## src/sv/bpws_pkg.sv

```systemverilog
// ----------------------------------------------------------------------------
// bpws_pkg: shared types and constants of the buffer pool
// Operation and status codes, register indexes, default sizes and the
// command record that travels from the front end to the back end.
// ----------------------------------------------------------------------------
`default_nettype none

package bpws_pkg;

    // Default sizes of the pool.
    localparam int unsigned NUM_BUCKETS_DEF   = 8;
    localparam int unsigned BUCKET_DEPTH_DEF  = 64;
    localparam int unsigned ELEMENT_WIDTH_DEF = 32;
    localparam int unsigned MAX_POP_DEF       = 16;

    // Command fields are sized for the largest supported pool.
    localparam int unsigned ADDR_MAX_W  = 18;
    localparam int unsigned ELEM_MAX_W  = 64;
    localparam int unsigned CNT_MAX_W   = 7;

    // Entries of the command queue between front and back end.
    localparam int unsigned QUEUE_DEPTH = 4;

    // Register reset values.
    localparam logic [3:0] BUCKETS_IN_USE_RST  = 4'd8;
    localparam logic [6:0] BUCKET_CAPACITY_RST = 7'd64;

    // Register indexes on the configuration port.
    localparam logic CFG_BUCKETS_IN_USE  = 1'b0;
    localparam logic CFG_BUCKET_CAPACITY = 1'b1;

    typedef enum logic [1:0] {
        OP_ACQUIRE = 2'd0,
        OP_RELEASE = 2'd1,
        OP_PUSH    = 2'd2,
        OP_POP     = 2'd3
    } op_t;

    typedef enum logic [1:0] {
        ST_OK      = 2'd0,
        ST_NO_FREE = 2'd1,
        ST_FULL    = 2'd2,
        ST_SHORT   = 2'd3
    } status_t;

    // One classified operation. A command with rd set produces count beats,
    // each reading one element; any other command produces a single beat.
    typedef struct packed {
        logic                  wr_en;
        logic                  rd;
        logic [ADDR_MAX_W-1:0] addr;
        logic [ELEM_MAX_W-1:0] wdata;
        logic [CNT_MAX_W-1:0]  count;
        status_t               status;
        logic [2:0]            granted;
        logic [6:0]            fill;
    } cmd_t;

endpackage

`default_nettype wire

```

## src/sv/bpws_queue.sv

```systemverilog
// ----------------------------------------------------------------------------
// bpws_queue: command queue between front and back end
// A small register FIFO that lets either side stall on its own.
// ----------------------------------------------------------------------------
`default_nettype none

module bpws_queue (
    input  wire logic           aclk,
    input  wire logic           aresetn,
    input  wire logic           wr_en,
    input  wire bpws_pkg::cmd_t wr_cmd,
    output logic                full,
    input  wire logic           rd_en,
    output bpws_pkg::cmd_t      rd_cmd,
    output logic                not_empty
);

    import bpws_pkg::*;

    localparam int unsigned PTR_W = $clog2(QUEUE_DEPTH);

    cmd_t             entry_reg [QUEUE_DEPTH];
    logic [PTR_W-1:0] wr_ptr_reg;
    logic [PTR_W-1:0] rd_ptr_reg;
    logic [PTR_W:0]   level_reg;
    logic             do_wr;
    logic             do_rd;

    assign full      = level_reg == (PTR_W + 1)'(QUEUE_DEPTH);
    assign not_empty = level_reg != '0;
    assign rd_cmd    = entry_reg[rd_ptr_reg];
    assign do_wr     = wr_en && !full;
    assign do_rd     = rd_en && not_empty;

    always_ff @(posedge aclk) begin
        if (do_wr) begin
            entry_reg[wr_ptr_reg] <= wr_cmd;
        end
    end

    always_ff @(posedge aclk) begin
        if (!aresetn) begin
            wr_ptr_reg <= '0;
            rd_ptr_reg <= '0;
            level_reg  <= '0;
        end else begin
            if (do_wr) begin
                wr_ptr_reg <= wr_ptr_reg + 1'b1;
            end
            if (do_rd) begin
                rd_ptr_reg <= rd_ptr_reg + 1'b1;
            end
            if (do_wr && !do_rd) begin
                level_reg <= level_reg + 1'b1;
            end else if (do_rd && !do_wr) begin
                level_reg <= level_reg - 1'b1;
            end
        end
    end

endmodule

`default_nettype wire

```

## config.mk

```make
export PLATFORM = sky130hd
export DESIGN_NAME = bpws_queue
export DESIGN_NICKNAME = d
export VERILOG_FILES = /design/src/sv/bpws_pkg.sv /design/src/sv/bpws_queue.sv
export SDC_FILE = /design/constraint.sdc
export NUM_CORES = 1
export LEC_CHECK = 0
export CORE_UTILIZATION = 64
export CTS_CLUSTER_DIAMETER = 50
export DETAILED_ROUTE_END_ITERATION = 8
export DONT_BUFFER_PORTS = 1
export HOLD_SLACK_MARGIN = 0.03
export MAX_ROUTING_LAYER = met4
export PLACE_DENSITY = 0.85
export SLEW_MARGIN = 20
export SYNTH_ARGS = -nofsm -noshare
export SYNTH_HDL_FRONTEND = slang
export SYNTH_SLANG_ARGS = --single-unit
```

## constraint.sdc

```tcl
create_clock -name aclk -period 6.7 [get_ports aclk]
set_clock_uncertainty 0.2 [all_clocks]
set_input_delay 0.67 -clock aclk [delete_from_list [all_inputs] [get_ports aclk]]
set_output_delay 0.67 -clock aclk [all_outputs]
set_load 0.02 [all_outputs]
```

==> results.toml, run 1 <==
[status]
status = "complete, no violations"

[cts]
cts_tree = "built"
clk_latency_ns = 0.52
cts_root_buf = "clkbuf_16"
htree_num_levels = 2
path_clk_slew_ns = 0.06
cts_buffers = 41
cts.sinks = 421
post_cts_buffers = 0
cts_resized = 0
cts_buffer_depth = 3

[power_and_ir_drop]
p_sw_mw = 1.992
switching_share = 0.2836
internal_power_mw = 5.031
seqPwrFrac = 0.471
leakagePower_nw = 5.658
power_mw = 7.023
share_comb_of_total_power = 0.224
ir_drop_mv = 0.3251
pwr-share-clk = 0.305
powerDensity_nw_per_um2 = 389.5

[critical_path]
r2r-start = "level_reg[1]"
endpoint = "rd_cmd[58]"
crit_fanout = 71
worstRegToRegCells = 4
critPathRequiredTime_ns = 5.83
crit_arrival_ns = 2.71
worstSetupEndpointType = "output port"
r2r-end = "entry_reg[1][98]"
worst-setup-path-type = "reg2out"
reg2reg_slack_ns = 3.24
crit_path_start_kind = "flip-flop"

[grt]
grt_overflow_total = 0
grt_pass1_wl_mm = 42.27
antenna_found_initial = 1
grt_max_degree = 104
grt_pass1_vias = 6874
grt_usage = 0.2490

[final_layout]
largest_reg_flops = 412
drive_gt1_frac = 0.2277
syn_to_final_growth_pct = 17.02
final_util = 0.7659
fin_nets = 837

[logic_synthesis]
synthArstFlopShare = 0
synth_common_cells = "edfxtp_1 (412), mux4_2 (103), dfxtp_1 (9)"
yosys.cell_count.top_type = "edfxtp_1"
yosysWarnings = 0
synth_edf_count = 412
yosysSeqAreaShare = 0.8146
syn-mean-instance-area_sq_um = 26.30
syn_area_sq_um = 15410
synthesis.nets = 699
synth_top_area_frac = 0.8029
synth_top_area_cell = "edfxtp_1"
ys.flop_type = "edfxtp_1"
yosysUniqueCellTypes = 24
syn_inst = 586
yosys_register_bits = 421
synth_area_leaders = "edfxtp_1 (80%), mux4_2 (15%), dfxtp_1 (1.2%)"

[detailed_routing]
totalWireLength_mm = 29.66
dr.pass1.iters = 5
dr.first_iter.drc_count = 548
wl_per_cell_um = 27.70
route.vias.total = 6619
detail-route-antenna-nets = 0
vias_per_cell = 6.180
drc = 0

[run]
drv_cap = 0

[sta]
min_period_over_period = 0.5343
max_freq_ghz = 0.2793
fin_crit_ns = 3.580
hold_viol_final = 0
setup_viol = 0
drv_slew = 0
max_slew_margin = 0.2831
holdWs_ns = 0.06575
worst_pin_slew_ns = 1.075
rsz0062_at_grt = "false"
tns_ns = 0

[floorplan]
fp.dieArea_sq_um = 24700
initial_core_util = 0.6545
io_pins = 212
num_rows = 56
die_x_um = 157.2
fp.dieH_um = 157.2
core_region_area_sq_um = 23540

[place]
port-buffer-count = 0
dp_hpwl_mm = 15.52
gp_congestion = 0.7522

[min_path]
hp-class = "in2reg"
==> worst max-delay path, stage by stage (launching register included) <==
cell,delay (ns)
dfxtp_4,0.68
buf_4,0.90
mux4_2,0.53
==> area by class of cell <==
class                           instances  area (sq um)
Multi-Input combinational cell        137          2604
Clock buffer                           56          1155
Tap cell                              319         399.1
Timing Repair Buffer                  120          1199
Sequential cell                       421         12560
Antenna cell                            1         2.502
Fill cell                            1190          5510
Inverter                                3         11.26
Clock inverter                         14         102.6
==> worst min path at each step <==
stage | depth (start not counted) | start | to
floorplan | 2 | wr_ptr_reg[1] | wr_ptr_reg[1]
global placement | 2 | wr_ptr_reg[1] | wr_ptr_reg[1]
detailed placement | 2 | wr_ptr_reg[0] | wr_ptr_reg[0]
CTS | 0 | wr_cmd[71] | entry_reg[1][71]
global route | 1 | aresetn | level_reg[0]
finish | 1 | aresetn | flip-flop
==> power groups by stage <==
stage / logic [mW] / registers, mW / clock network (mW)
final: 1.58 / 3.30 / 2.14
after CTS: 1.58 / 3.31 / 2.17
after detailed placement: 1.50 / 3.35 / 0
after floorplan: 1.37 / 3.32 / 0
after global routing: 1.66 / 3.32 / 2.27
after global placement: 1.47 / 3.32 / 0
==> layout by cell type, fill, tap and decap left out, types with 3 or more instances in the layout <==
cell type and count:
dfxtp_1 7, nand2_1 4, clkbuf_16 43, clkinv_1 4, ha_1 5, dlygate4sd3_1 114, xnor2_1 3, and2_1 4
clkbuf_8 3, mux2i_1 3, mux4_2 103, edfxtp_1 412, clkinv_2 6, and2_4 4, clkbuf_1 10, buf_4 5
inv_1 3
==> cells by family after synthesis <==
| logic type | synth area share |
|---|---|
| adders and majority gates | 0.005359 |
| xor gates and xnor gates | 0.002274 |
| and+or+nand+nor | 0.006333 |
| DFF | 0.8146 |
| buffers and inverters | 0.01713 |
| AOI/OAI and AO/OA | 0.001868 |
| muxes | 0.1525 |
==> timing repair <==
action                     in CTS  in global routing
hold buffers                   92                 22
setup endpoints to repair       0                  0
hold endpoints to repair      338                 71
==> per-layer routing <==
metal / global-route usage / vias to the layer above / wire, um
li1: - / 2796 / -
met3: 0.08232 / 60 / 2824
met1: 0.2996 / 3464 / 10690
met4: 0.07351 / 0 / 705
met5: - / - / 0
met2: 0.4050 / 299 / 15450
==> stage by stage <==
step,instance area [sq um],setup slack (ns),cells
floorplan,15410,2.590,586
global placement,15630,3.407,886
detailed placement,15630,3.254,886
CTS,17810,3.124,1048
global route,18030,3.014,1071
finish,18030,3.120,1071
(Power assumes the default switching activity.)
==> run 2: changes to the inputs <==
--- a/config.mk
+++ b/config.mk
@@ -5,13 +5,14 @@
 export SDC_FILE = /design/constraint.sdc
 export NUM_CORES = 1
 export LEC_CHECK = 0
-export CORE_UTILIZATION = 64
+export ABC_AREA = 1
+export CORE_UTILIZATION = 57
 export CTS_CLUSTER_DIAMETER = 50
 export DETAILED_ROUTE_END_ITERATION = 8
 export DONT_BUFFER_PORTS = 1
 export HOLD_SLACK_MARGIN = 0.03
 export MAX_ROUTING_LAYER = met4
-export PLACE_DENSITY = 0.85
+export PLACE_DENSITY = 0.8
 export SLEW_MARGIN = 20
 export SYNTH_ARGS = -nofsm -noshare
 export SYNTH_HDL_FRONTEND = slang
==> constraint.sdc (replaced) <==
create_clock -name aclk -period 2.98 [get_ports aclk]
set_clock_uncertainty 0.2 [all_clocks]
set_input_delay 0.298 -clock aclk [delete_from_list [all_inputs] [get_ports aclk]]
set_output_delay 0.298 -clock aclk [all_outputs]
set_load 0.02 [all_outputs]
==> run 2 against run 1 <==
Cell count increased by 53%. Critical endpoint is now rd_cmd[70]. Via count up 46%. Non-clock buffer count grew 108. Sequential share of layout area down 4.4 points. Power is 140% higher.
==> results.toml, run 2 <==
[logic_synthesis]
synth_common_cells = "edfxtp_1 (412), nor2_1 (220), o21ai_0 (201), o22ai_1 (103), clkbuf_1 (40)"
yosys_register_bits = 421
ys.flop_type = "edfxtp_1"
synth_top_area_frac = 0.7879
syn_area_sq_um = 15700
yosys.cell_count.top_type = "edfxtp_1"
yosysUniqueCellTypes = 19
synth_edf_count = 412
syn-mean-instance-area_sq_um = 14.74
yosysWarnings = 0
synthesis.nets = 1178
syn_inst = 1065
synth_area_leaders = "edfxtp_1 (79%), o21ai_0 (6.4%), nor2_1 (5.3%)"
synth_top_area_cell = "edfxtp_1"
yosysSeqAreaShare = 0.7994
synthArstFlopShare = 0

[final_layout]
drive_gt1_frac = 0.1427
fin_nets = 1383
mostFrequentLayoutCell = "edfxtp_1"
layout_common_cells = "edfxtp_1 (412), nor2_1 (216), o21ai_0 (201)"
syn_to_final_growth_pct = 22.52
fillerInstances = 1611
final_util = 0.7138
largest_reg_flops = 412

[status]
status = "complete, no violations"

[power_and_ir_drop]
leakagePower_nw = 6.588
share_comb_of_total_power = 0.277
powerDensity_nw_per_um2 = 891.5
seqPwrFrac = 0.431
ir_drop_mv = 0.6998
switching_share = 0.3110
internal_power_mw = 11.82
pwr-share-clk = 0.292
p_sw_mw = 5.335

[min_path]
hp-class = "in2reg"
hold_path_end = "wr_ptr_reg[0]"
hold_depth = 4
holdCritStartpoint = "wr_en"

[grt]
grt_pass1_wl_mm = 52.10
grt_max_degree = 105
grt_overflow_total = 0
grt_usage = 0.2477
antenna_found_initial = 1
grt_pass1_vias = 9814

[sta]
drv_slew = 0
tns_ns = 0
rsz0062_at_grt = "false"
setup_viol = 0
max_slew_margin = 0.6143
max_freq_ghz = 0.3645
fin_crit_ns = 2.744
hold_viol_final = 0
min_period_over_period = 0.9207
worst_pin_slew_ns = 0.5786
holdWs_ns = 0.1511

[cts]
clk_latency_ns = 0.51
cts_buffer_depth = 3
path_clk_slew_ns = 0.06
htree_num_levels = 2
cts_tree = "built"
cts.sinks = 421
cts_root_buf = "clkbuf_16"
cts_buffers = 42

[critical_path]
r2r-start = "level_reg[0]"
crit_fanout = 63
critPathRequiredTime_ns = 2.48
worstSetupEndpointType = "output port"
worstRegToRegCells = 9
r2r-end = "level_reg[1]"
crit_path_start_kind = "flip-flop"
crit_arrival_ns = 2.25
worst-setup-path-type = "reg2out"
reg2reg_slack_ns = 0.62

[floorplan]
io_pins = 212
die_x_um = 168.0
fp.dieArea_sq_um = 28220
fp.dieH_um = 168.0
core_region_area_sq_um = 26950
initial_core_util = 0.5826
num_rows = 60

[detailed_routing]
route.vias.total = 9651
vias_per_cell = 5.888
dr.first_iter.drc_count = 812
drc = 0
wl_per_cell_um = 20.74
dr.pass1.iters = 5
detail-route-antenna-nets = 0
totalWireLength_mm = 33.99

[place]
gp_congestion = 0.7570
port-buffer-count = 0
dp_hpwl_mm = 17.06

[run]
drv_cap = 0
==> run 2: cells by family (layout without fill, tap and decap cells) <==
logic type,Yosys count,in the layout,synth area share
fa+ha+maj,6,6,0.005259
buf+inv,84,315,0.02892
xor+xnor,1,1,0.0005579
simple gates,240,240,0.05793
other cells,0,2,0
compound gates,313,313,0.1080
flops,421,421,0.7994
==> run 2: what timing repair did <==
| action | CTS | global route |
|---|---|---|
| hold buffers | 107 | 0 |
| resized for setup | 0 | 0 |
| hold endpoints to repair | 421 | 0 |
| buffers inserted | 0 | 0 |
==> run 2: power groups by stage <==
stage	Clock, mW	Sequential, mW	Combinational [mW]
CTS	5.07	7.38	4.71
detailed placement	0	7.50	4.52
global route	5.31	7.43	5.09
finish	5.01	7.39	4.75
floorplan	0	7.47	2.83
global placement	0	7.48	4.42
==> run 2: area by class of cell <==
type / count / area, sq um / area share
diodes: 2 / 5.005 / 0.0002601
clock buffers: 54 / 1149 / 0.05970
clock inverters: 16 / 161.4 / 0.008390
inverters: 17 / 68.82 / 0.003577
multi-input cells: 560 / 2726 / 0.1417
flip-flops and latches: 421 / 12560 / 0.6528
well taps: 341 / 426.7 / 0.02218
repair buffers: 228 / 2142 / 0.1113
==> run 2: per-layer routing <==
layer	wire, um	share of wire	track usage	up-vias
li1	-	-	-	4408
met5	0	0	-	-
met3	3105	0.091	0.06253	77
met1	13030	0.38	0.2975	4723
met4	790	0.023	0.08257	0
met2	17070	0.50	0.4118	443
==> run 2: worst max-delay path, cell delays in order, from the launching register on <==
cell and delay, ns:
dfxtp_4 0.67, buf_12 0.35, o21ai_0 0.18, o22ai_1 0.31, buf_4 0.21
==> run 2: worst max-delay path by stage <==
stage | end | cells after the start
floorplan | entry_reg[0][0] | 4
global placement | level_reg[1] | 9
detailed placement | level_reg[1] | 9
CTS | rd_cmd[47] | 4
global route | rd_cmd[70] | 4
finish | rd_cmd[70] | 4
==> run 2: per-stage QoR <==
step,worst slack [ns],cell area (sq um),std cells,total power [mW]
2_1_floorplan,-1.041,15710,1065,10.30
3_3_place_gp,0.7155,16850,1460,11.89
3_5_place_dp,0.6382,16850,1460,12.02
4_1_cts,0.3131,19230,1637,17.16
5_1_grt,0.1165,19240,1638,17.84
6_report,0.2363,19240,1639,17.15
