--- src/sv/bpws_pkg.sv ---
// ----------------------------------------------------------------------------
// bpws_pkg: shared types and constants of the buffer pool
// Operation and status codes, register indexes, default sizes and the
// command record that travels from the front end to the back end.
// ----------------------------------------------------------------------------
`default_nettype none

package bpws_pkg;

    // Default sizes of the pool.
    localparam int unsigned NUM_BUCKETS_DEF   = 8;
    localparam int unsigned BUCKET_DEPTH_DEF  = 64;
    localparam int unsigned ELEMENT_WIDTH_DEF = 32;
    localparam int unsigned MAX_POP_DEF       = 16;

    // Command fields are sized for the largest supported pool.
    localparam int unsigned ADDR_MAX_W  = 18;
    localparam int unsigned ELEM_MAX_W  = 64;
    localparam int unsigned CNT_MAX_W   = 7;

    // Entries of the command queue between front and back end.
    localparam int unsigned QUEUE_DEPTH = 4;

    // Register reset values.
    localparam logic [3:0] BUCKETS_IN_USE_RST  = 4'd8;
    localparam logic [6:0] BUCKET_CAPACITY_RST = 7'd64;

    // Register indexes on the configuration port.
    localparam logic CFG_BUCKETS_IN_USE  = 1'b0;
    localparam logic CFG_BUCKET_CAPACITY = 1'b1;

    typedef enum logic [1:0] {
        OP_ACQUIRE = 2'd0,
        OP_RELEASE = 2'd1,
        OP_PUSH    = 2'd2,
        OP_POP     = 2'd3
    } op_t;

    typedef enum logic [1:0] {
        ST_OK      = 2'd0,
        ST_NO_FREE = 2'd1,
        ST_FULL    = 2'd2,
        ST_SHORT   = 2'd3
    } status_t;

    // One classified operation. A command with rd set produces count beats,
    // each reading one element; any other command produces a single beat.
    typedef struct packed {
        logic                  wr_en;
        logic                  rd;
        logic [ADDR_MAX_W-1:0] addr;
        logic [ELEM_MAX_W-1:0] wdata;
        logic [CNT_MAX_W-1:0]  count;
        status_t               status;
        logic [2:0]            granted;
        logic [6:0]            fill;
    } cmd_t;

endpackage

`default_nettype wire

--- src/sv/bpws_front.sv ---
// ----------------------------------------------------------------------------
// bpws_front: operation classifier and bookkeeping
// Holds the configuration registers, taken flags and fill levels, decides
// each operation at acceptance and hands a command to the queue.
// ----------------------------------------------------------------------------
`default_nettype none

module bpws_front #(
    parameter int unsigned NUM_BUCKETS   = 8,
    parameter int unsigned BUCKET_DEPTH  = 64,
    parameter int unsigned ELEMENT_WIDTH = 32,
    parameter int unsigned MAX_POP       = 16
) (
    input  wire logic              aclk,
    input  wire logic              aresetn,
    input  wire logic              in_valid,
    output logic                   in_ready,
    input  wire logic [1:0]        in_op,
    input  wire logic [2:0]        in_bucket,
    input  wire logic [4:0]        in_count,
    input  wire logic [31:0]       in_write_data,
    input  wire logic              cfg_wr_en,
    input  wire logic              cfg_addr,
    input  wire logic [6:0]        cfg_wdata,
    input  wire logic              q_full,
    output logic                   q_push,
    output bpws_pkg::cmd_t         q_cmd
);

    import bpws_pkg::*;

    localparam int unsigned NB_W   = (NUM_BUCKETS > 1) ? $clog2(NUM_BUCKETS) : 1;
    localparam int unsigned IX_W   = ((NB_W > 3) ? NB_W : 3) + 1;
    localparam int unsigned LW     = ($clog2(NUM_BUCKETS + 1) > 4) ?
                                     $clog2(NUM_BUCKETS + 1) : 4;
    localparam int unsigned FILL_W = $clog2(BUCKET_DEPTH + 1);
    localparam int unsigned CMP_W  = (FILL_W > 7) ? FILL_W : 7;
    localparam int unsigned CNT_W  = $clog2(MAX_POP + 1);
    localparam int unsigned CC_W   = (CNT_W > 5) ? CNT_W : 5;
    localparam int unsigned FC_W   = (FILL_W > CNT_W) ? FILL_W : CNT_W;
    localparam int unsigned ADDR_W = (NUM_BUCKETS * BUCKET_DEPTH > 1) ?
                                     $clog2(NUM_BUCKETS * BUCKET_DEPTH) : 1;

    logic [3:0]              biu_reg;
    logic [6:0]              cap_reg;
    logic [NUM_BUCKETS-1:0]  taken_reg;
    logic [FILL_W-1:0]       fill_reg [NUM_BUCKETS];

    op_t                     op;
    logic [IX_W-1:0]         bucket_ext;
    logic [NB_W-1:0]         b_ix;
    logic                    b_ok;
    logic                    found;
    logic [NB_W-1:0]         grant_ix;
    logic [NB_W-1:0]         sel_ix;
    logic [FILL_W-1:0]       fill_cur;
    logic [CMP_W-1:0]        cap_eff;
    logic                    is_full;
    logic [CC_W-1:0]         cnt_ext;
    logic [CNT_W-1:0]        cnt_sat;
    logic                    is_short;
    logic [FILL_W-1:0]       new_fill;
    logic [ADDR_W-1:0]       base_addr;
    logic                    take;
    logic                    rel;
    logic                    fill_we;
    logic [FILL_W-1:0]       fill_next;
    logic                    accept;

    assign op         = op_t'(in_op);
    assign bucket_ext = IX_W'(in_bucket);
    assign b_ix       = bucket_ext[NB_W-1:0];
    assign b_ok       = bucket_ext < IX_W'(NUM_BUCKETS);

    // Lowest free bucket among those in use.
    always_comb begin
        found    = 1'b0;
        grant_ix = '0;
        for (int i = NUM_BUCKETS - 1; i >= 0; i--) begin
            if (!taken_reg[i] && (LW'(i) < LW'(biu_reg))) begin
                found    = 1'b1;
                grant_ix = NB_W'(i);
            end
        end
    end

    assign sel_ix    = (op == OP_ACQUIRE) ? grant_ix : b_ix;
    assign fill_cur  = fill_reg[sel_ix];
    assign cap_eff   = (CMP_W'(cap_reg) > CMP_W'(BUCKET_DEPTH)) ?
                       CMP_W'(BUCKET_DEPTH) : CMP_W'(cap_reg);
    assign is_full   = CMP_W'(fill_cur) >= cap_eff;
    assign cnt_ext   = CC_W'(in_count);
    assign cnt_sat   = (cnt_ext > CC_W'(MAX_POP)) ? CNT_W'(MAX_POP) : CNT_W'(cnt_ext);
    assign is_short  = FC_W'(fill_cur) < FC_W'(cnt_sat);
    assign new_fill  = FILL_W'(FC_W'(fill_cur) - FC_W'(cnt_sat));
    assign base_addr = ADDR_W'(ADDR_W'(sel_ix) * ADDR_W'(BUCKET_DEPTH));

    always_comb begin
        q_cmd        = '0;
        q_cmd.status = ST_OK;
        take         = 1'b0;
        rel          = 1'b0;
        fill_we      = 1'b0;
        fill_next    = fill_cur;
        unique case (op)
            OP_ACQUIRE: begin
                if (found) begin
                    take          = 1'b1;
                    q_cmd.granted = 3'(grant_ix);
                    q_cmd.fill    = 7'(fill_cur);
                end else begin
                    q_cmd.status  = ST_NO_FREE;
                end
            end
            OP_RELEASE: begin
                if (b_ok) begin
                    rel        = 1'b1;
                    q_cmd.fill = 7'(fill_cur);
                end
            end
            OP_PUSH: begin
                if (!b_ok) begin
                    q_cmd.status = ST_FULL;
                end else if (is_full) begin
                    q_cmd.status = ST_FULL;
                    q_cmd.fill   = 7'(fill_cur);
                end else begin
                    fill_we      = 1'b1;
                    fill_next    = FILL_W'(fill_cur + 1'b1);
                    q_cmd.wr_en  = 1'b1;
                    q_cmd.addr   = ADDR_MAX_W'(base_addr + ADDR_W'(fill_cur));
                    q_cmd.wdata  = ELEM_MAX_W'(ELEMENT_WIDTH'(in_write_data));
                    q_cmd.fill   = 7'(FILL_W'(fill_cur + 1'b1));
                end
            end
            OP_POP: begin
                if (!b_ok) begin
                    q_cmd.status = ST_SHORT;
                end else if (is_short) begin
                    q_cmd.status = ST_SHORT;
                    q_cmd.fill   = 7'(fill_cur);
                end else if (cnt_sat == '0) begin
                    q_cmd.fill   = 7'(fill_cur);
                end else begin
                    fill_we      = 1'b1;
                    fill_next    = new_fill;
                    q_cmd.rd     = 1'b1;
                    q_cmd.addr   = ADDR_MAX_W'(base_addr + ADDR_W'(new_fill));
                    q_cmd.count  = CNT_MAX_W'(cnt_sat);
                    q_cmd.fill   = 7'(new_fill);
                end
            end
            default: begin
                q_cmd.status = ST_OK;
            end
        endcase
    end

    assign in_ready = !q_full;
    assign accept   = in_valid && !q_full;
    assign q_push   = accept;

    always_ff @(posedge aclk) begin
        if (!aresetn) begin
            biu_reg   <= BUCKETS_IN_USE_RST;
            cap_reg   <= BUCKET_CAPACITY_RST;
            taken_reg <= '0;
            for (int i = 0; i < NUM_BUCKETS; i++) begin
                fill_reg[i] <= '0;
            end
        end else begin
            if (cfg_wr_en) begin
                unique case (cfg_addr)
                    CFG_BUCKETS_IN_USE:  biu_reg <= cfg_wdata[3:0];
                    CFG_BUCKET_CAPACITY: cap_reg <= cfg_wdata;
                    default:             cap_reg <= cap_reg;
                endcase
            end
            if (accept) begin
                if (take) begin
                    taken_reg[grant_ix] <= 1'b1;
                end
                if (rel) begin
                    taken_reg[b_ix] <= 1'b0;
                end
                if (fill_we) begin
                    fill_reg[b_ix] <= fill_next;
                end
            end
        end
    end

endmodule

`default_nettype wire

--- config.mk ---
export PLATFORM = sky130hd
export DESIGN_NAME = bpws_front
export DESIGN_NICKNAME = d
export VERILOG_FILES = /design/src/sv/bpws_pkg.sv /design/src/sv/bpws_front.sv
export SDC_FILE = /design/constraint.sdc
export NUM_CORES = 1
export LEC_CHECK = 0
export BUFFER_PORTS_ARGS = -buffer_cell sky130_fd_sc_hd__buf_2
export CAP_MARGIN = 20
export CORE_UTILIZATION = 41
export CTS_CLUSTER_DIAMETER = 30
export DETAILED_ROUTE_END_ITERATION = 10
export PLACE_DENSITY = 0.67
export SETUP_SLACK_MARGIN = 0.3
export SLEW_MARGIN = 10
export SYNTH_ARGS = -nofsm -noshare
export SYNTH_HDL_FRONTEND = slang
export SYNTH_SLANG_ARGS = --single-unit
--- constraint.sdc ---
create_clock -name aclk -period 9.2 [get_ports aclk]
set_input_delay 0.92 -clock aclk [delete_from_list [all_inputs] [get_ports aclk]]
set_output_delay 0.92 -clock aclk [all_outputs]
set_load 0.005 [all_outputs]
==> flow_metrics.env, run 1 <==
export IMPL_status="finished clean"
export IMPL_synth_compound_area_frac=0.167
export IMPL_vias=4917
export IMPL_area_growth_pct=14.3
export IMPL_overflow=0
export IMPL_cap_violations=0
export IMPL_avgSynthCellArea_um2=9.16
export IMPL_final_common_cell="buf_2"
export IMPL_r2r_cells=16
export IMPL_dr_pass1_iters=5
export IMPL_synth_area_mm2=0.00560
export IMPL_worstHoldStart="cap_reg[0]"
export IMPL_r2r_start="biu_reg[3]"
export IMPL_drtAntennaViolNets=0
export IMPL_setup_viol=0
export IMPL_synth_simple_area_share=0.244
export IMPL_rsz0062_at_grt="no"
export IMPL_synthXorXnorAreaFrac=0.00470
export IMPL_clock_sinks=75
export IMPL_hold_violations=0
export IMPL_min_to="cap_reg[0]"
export IMPL_post_route_period_util=0.802
export IMPL_reg2reg_setup_slack_ns=2.67
export IMPL_grt_pass1_vias=4631
export IMPL_crit_family="simple AND/OR/NAND/NOR gates"
export IMPL_crit_path_top_delay_cell="or2_1"
export IMPL_placementRows=42
export IMPL_slowest_delay_ns=0.67
export IMPL_hold_buffers=0
export IMPL_dieWidth_um=119
export IMPL_drive_gt1_frac=0.248
export IMPL_worstSetupPathType="input pin to primary output"
export IMPL_worst_ep_arrival_time_ns=6.46
export IMPL_io_pins=160
export IMPL_drc=0
export IMPL_muxShareOfSynthArea=0.0631
export IMPL_portBuffers=117
export IMPL_wire_per_inst_um=17.9
export IMPL_worstMarginPinSlew_ns=0.963
export IMPL_p_leak_nw=2.83
export IMPL_clkSlewWorstSetupHoldPaths_ns=0.06
export IMPL_dieArea_mm2=0.0141
export IMPL_n_antenna_cell=0
export IMPL_netlist_top_cells_area="edfxtp_1 (30%), dfxtp_1 (6.8%), buf_4 (5.6%)"
export IMPL_h_tree_depth=3
export IMPL_fin_skew_ns=0.0104
export IMPL_yosysUniqueCellTypes=79
export IMPL_postRouteWirelength_mm=15.8
export IMPL_cp_required_ns=8.28
export IMPL_start_util=0.421
export IMPL_antenna_found_initial=0
export IMPL_hold_class="flop to flop"
export IMPL_via_per_inst=5.56
export IMPL_critPathMaxFanout=21
export IMPL_fillers=1247
export IMPL_grt_pass1_wl_mm=25.1
export IMPL_timing_rr_end="fill_reg[1][1]"
export IMPL_timing_fmax_ghz=0.135
export IMPL_tns_ns=0
export IMPL_slew_headroom=0.355
export IMPL_final_cell_mix="buf_2 (117), nor2_1 (68), edfxtp_1 (56), nand2_1 (51), conb_1 (42)"
export IMPL_largest_reg_flops=56
export IMPL_ir_worst_vdd_mv=0.114
export IMPL_tritoncts="yes"
export IMPL_power_density_mw_per_mm2=160
export IMPL_synth_edf_count=56
export IMPL_fin_crit_ns=7.38
export IMPL_end_kind="primary output"
export IMPL_grt_max_degree=38
export IMPL_postCtsSetupRepairBufs=0
export IMPL_async_flop_share=0
export IMPL_synth_warnings=0
export IMPL_ys_ff_latch=75
export IMPL_cts_resized=0
export IMPL_crit_chain="buf_2 > or2_1 > a221o_1 > a211oi_4 > or2_1 > mux4_2 > mux2i_2 > inv_1 > ha_1 > inv_1 > a21oi_1 > o21ai_0 > nor2b_1 > nand4_2 > nand2_1 > mux2_1 > a221o_1 > buf_2"
export IMPL_yosysSeqAreaShare=0.369
export IMPL_gp_congestion=0.898
export IMPL_synth_top_family_by_area="simple AND/OR/NAND/NOR gates"
export IMPL_ctsRootBufferMaster="clkbuf_16"
export IMPL_path_buf_inv=4
export IMPL_cts_buffers=9
export IMPL_synth_cells=611
export IMPL_die_y_um=119
export IMPL_total_power_mw=1.02
export IMPL_synth_flop_cell="edfxtp_1"
export IMPL_core_area_mm2=0.0133
export IMPL_drtIter0Drc=443
export IMPL_hold_depth=2
export IMPL_startpoint_type="input pin"
export IMPL_dp_hpwl_mm=12.0
export IMPL_yosys_area_share_adder=0.0438
export IMPL_max_clock_path_buffers=2
export IMPL_synth_top_area_cell="edfxtp_1"
export IMPL_synth_top_area_share=0.301
export IMPL_grtUsageTotal=0.231
export IMPL_layout_nets=778
export IMPL_clock_latency_ns=0.35
export IMPL_slew_violations=0
cell usage after synthesis (3+ instances only):
master      n
dfxtp_1    19
nand2b_1    9
a31oi_1     6
inv_1      21
a21boi_0   15
mux2i_1    10
or4_1       8
a22oi_1     3
mux4_2      6
and3_1     36
nor2_1     68
and2_1      7
o22ai_1    11
nand3_1    20
mux2_2      5
ha_1       18
o21a_1      4
buf_6       5
nand4_1     6
and4_1      3
clkbuf_1   22
nor2b_1    19
nand2_1    51
o2bb2ai_1   3
a22o_1      4
nor3_1     17
a21o_1      4
o21ai_0    13
buf_2      11
buf_4      42
edfxtp_1   56
a21oi_2     3
o32ai_1     5
o211ai_1    3
a21oi_1    21
o221a_2     3
per-stage QoR:
| step | std cells | util | setup slack [ns] | hold WS (ns) | cell area (µm²) |
|---|---|---|---|---|---|
| 4_1_cts | 885 | 0.481 | 1.91 | 0.471 | 6390 |
| 2_1_floorplan | 652 | - | 3.32 | 0.439 | 5750 |
| 5_1_grt | 885 | 0.481 | 1.44 | 0.489 | 6390 |
| 3_3_place_gp | 869 | 0.458 | 2.06 | 0.463 | 6090 |
| 3_5_place_dp | 869 | 0.458 | 1.92 | 0.463 | 6090 |
| 6_report | 885 | 0.481 | 1.82 | 0.472 | 6390 |
how the worst max path moves through the flow:
| stage | depth (start not counted) | end | startpoint |
|---|---|---|---|
| after global placement | 18 | q_cmd[4] | in_op[0] |
| after floorplan | 19 | q_cmd[4] | in_op[1] |
| final | 18 | q_cmd[4] | in_op[0] |
| after detailed placement | 18 | q_cmd[4] | in_op[0] |
| after global routing | 19 | q_cmd[2] | in_op[0] |
| after CTS | 18 | q_cmd[4] | in_op[0] |
metal layers:
metal / global-route usage / wire length (µm) / vias up
li1: - / - / 2334
met1: 0.316 / 6990 / 2354
met5: 0 / 0 / -
met3: 0.0503 / 1230 / 18
met4: 0.0657 / 220 / 0
met2: 0.367 / 7380 / 211
worst register-to-register path, cell delays in order, from the launching register on:
cell and delay (ns):
dfxtp_1 0.41, or3_1 0.52, a221o_1 0.39, a211oi_4 0.28, or2_1 0.67, mux4_2 0.43, mux2i_2 0.45, inv_1 0.25
ha_1 0.37, a21oi_1 0.13, o21ai_0 0.13, a31oi_2 0.22, nand2_1 0.20, inv_1 0.35, a21oi_2 0.17, or4_1 0.77
nand2_1 0.45
where the power goes:
part	switching (mW)	internal (mW)	total [mW]
Combinational	0.176	0.104	0.280
Sequential	0.00562	0.374	0.380
Clock	0.150	0.214	0.364
cells by family (layout without fill, tap and decap cells):
logic type,count (synthesis),in the layout
compound gates,122,122
fa+ha+maj,19,19
mux,25,25
xor+xnor,3,3
other cells,1,42
buf+inv,106,163
flops,75,75
simple gates,260,260
final cells by class:
cell class,count,area (µm²),share of cell area
Sequential cell,75,2060,0.323
Clock buffer,9,225,0.0352
Tap cell,176,220,0.0344
Inverter,25,93.8,0.0147
Multi-Input combinational cell,471,3090,0.483
Clock inverter,7,82.6,0.0129
Timing Repair Buffer,122,623,0.0975
No activity file was read; power rests on OpenSTA's default activity.
==> run 2: changes to the inputs <==
--- a/config.mk
+++ b/config.mk
@@ -10,7 +10,7 @@
 export CORE_UTILIZATION = 41
 export CTS_CLUSTER_DIAMETER = 30
 export DETAILED_ROUTE_END_ITERATION = 10
-export PLACE_DENSITY = 0.67
+export PLACE_DENSITY = 0.7
 export SETUP_SLACK_MARGIN = 0.3
 export SLEW_MARGIN = 10
 export SYNTH_ARGS = -nofsm -noshare
==> constraint.sdc (replaced) <==
create_clock -name aclk -period 6.15 [get_ports aclk]
set_input_delay 0.615 -clock aclk [delete_from_list [all_inputs] [get_ports aclk]]
set_output_delay 0.615 -clock aclk [all_outputs]
set_load 0.005 [all_outputs]
==> run 2 against run 1 <==
  * Die area stayed put
  * Sequential share of layout area is 1.3 points lower
  * Clock-buffer cell count grew 1
  * Register-to-register slack worse by 1.9 ns
  * Setup slack worse by 1.3 ns
  * First-iteration DRC count down 3.6%
  * Utilization grew 2.2 points
  * Design area is 4.5% higher
  * Worst hold slack got worse by 0.0065 ns
  * Clock skew down 0.0058 ns
  * Cell count grew 3.2%
==> flow_metrics.env, run 2 (synthesis results as in run 1) <==
export IMPL_hold_violations=0
export IMPL_dp_hpwl_mm=12.4
export IMPL_grt_pass1_vias=4809
export IMPL_drc=0
export IMPL_h_tree_depth=3
export IMPL_placementRows=42
export IMPL_hold_class="flop to flop"
export IMPL_final_common_cell="buf_2"
export IMPL_cap_violations=0
export IMPL_via_per_inst=5.61
export IMPL_dr_pass1_iters=5
export IMPL_dieWidth_um=119
export IMPL_p_leak_nw=2.99
export IMPL_layout_nets=806
export IMPL_vias=5119
export IMPL_die_y_um=119
export IMPL_hold_depth=2
export IMPL_startpoint_type="flop"
export IMPL_cp_required_ns=5.53
export IMPL_hold_buffers=0
export IMPL_antenna_found_initial=0
export IMPL_finalNonFillerCells=913
export IMPL_worstSetupPathType="flop to primary output"
export IMPL_cts_buffers=9
export IMPL_rsz0062_at_grt="no"
export IMPL_fin_crit_ns=5.62
export IMPL_clock_sinks=75
export IMPL_largest_reg_flops=56
export IMPL_power_density_mw_per_mm2=233
export IMPL_ctsRootBufferMaster="clkbuf_16"
export IMPL_worst_ep_arrival_time_ns=5.01
export IMPL_overflow=0
export IMPL_start_util=0.421
export IMPL_wire_per_inst_um=18.0
export IMPL_max_clock_path_buffers=2
export IMPL_postRouteWirelength_mm=16.4
export IMPL_worstMarginPinSlew_ns=0.675
export IMPL_n_antenna_cell=0
export IMPL_critPathMaxFanout=12
export IMPL_place_inst=891
export IMPL_ir_worst_vdd_mv=0.161
export IMPL_tns_ns=0
export IMPL_grtUsageTotal=0.234
export IMPL_final_cell_mix="buf_2 (117), nor2_1 (67), edfxtp_1 (56), nand2_1 (48), conb_1 (42)"
export IMPL_gp_congestion=1.04
export IMPL_io_pins=160
export IMPL_tritoncts="yes"
export IMPL_slew_headroom=0.550
export IMPL_layout_setup_ws_ns=0.527
export IMPL_dieArea_mm2=0.0141
export IMPL_grt_pass1_wl_mm=25.6
export IMPL_fin_skew_ns=0.00465
export IMPL_utilization=0.503
export IMPL_portBuffers=117
export IMPL_drive_gt1_frac=0.297
export IMPL_slew_violations=0
export IMPL_preCtsSetupSlack_ns=0.333
export IMPL_post_route_period_util=0.914
export IMPL_drtIter0Drc=427
export IMPL_r2r_cells=20
export IMPL_core_area_mm2=0.0133
export IMPL_end_kind="primary output"
export IMPL_grt_max_degree=38
export IMPL_timing_fmax_ghz=0.178
export IMPL_drtAntennaViolNets=0
export IMPL_clkSlewWorstSetupHoldPaths_ns=0.06
export IMPL_area_growth_pct=19.4
export IMPL_setup_viol=0
export IMPL_clock_latency_ns=0.34
export IMPL_status="finished clean"
[run 2: stage by stage]
| step | area (µm²) | power [mW] | hold slack, ns |
|---|---|---|---|
| after floorplan | 5750 | 0.878 | 0.439 |
| after global placement | 6250 | 1.01 | 0.460 |
| after CTS | 6570 | 1.54 | 0.469 |
| after detailed placement | 6250 | 1.02 | 0.461 |
| final | 6680 | 1.56 | 0.466 |
| after global routing | 6680 | 1.62 | 0.485 |
[run 2: final timing paths]
kind / endpoint / slack, ns / start
max: q_cmd[1] / 0.53 / biu_reg[3]
min: cap_reg[5] / 0.47 / cap_reg[5]
max reg2reg: fill_reg[7][2] / 0.81 / biu_reg[3]
min reg2reg: cap_reg[5] / 0.47 / cap_reg[5]
[run 2: worst max-delay path: stages (launching register included)]
cell and delay (ns):
dfxtp_4 0.38, or4_1 0.56, a21oi_2 0.18, o211a_4 0.21
nor2_1 0.06, buf_4 0.16, buf_4 0.18, mux2i_1 0.16
mux2i_1 0.08, mux2_2 0.31, buf_4 0.21, ha_1 0.29
a21o_1 0.11, a21oi_1 0.06, o21ai_0 0.26, a31oi_2 0.22
nand2_2 0.18, inv_1 0.08, buf_4 0.18, a22oi_1 0.24
o211ai_4 0.21, o21ba_1 0.22, buf_2 0.13
[run 2: repair_timing]
action,CTS,global route
pin swaps,0,8
resized for setup,1,26
setup buffers,3,3
endpoints found under the setup margin,7,27
[run 2: layout make-up]
type / count / area, µm²
Sequential cell: 75 / 2070
Clock inverter: 6 / 63.8
Multi-Input combinational cell: 471 / 3170
Clock buffer: 10 / 229
Timing Repair Buffer: 150 / 833
Inverter: 25 / 93.8
Tap cell: 176 / 220
Fill cell: 1232 / 6610
[run 2: power by group]
| group | internal, mW | total [mW] | switching, mW |
|---|---|---|---|
| logic | 0.180 | 0.466 | 0.286 |
| registers | 0.560 | 0.569 | 0.00888 |
| clock network | 0.315 | 0.523 | 0.208 |
| total | 1.05 | 1.56 | 0.503 |
[run 2: per-layer routing]
layer  share of wire  up-vias  GRT usage
li1                -     2385          -
met1            0.42     2408      0.326
met2            0.46      298      0.356
met3           0.098       28     0.0584
met4           0.017        0     0.0704
met5               0        -          0
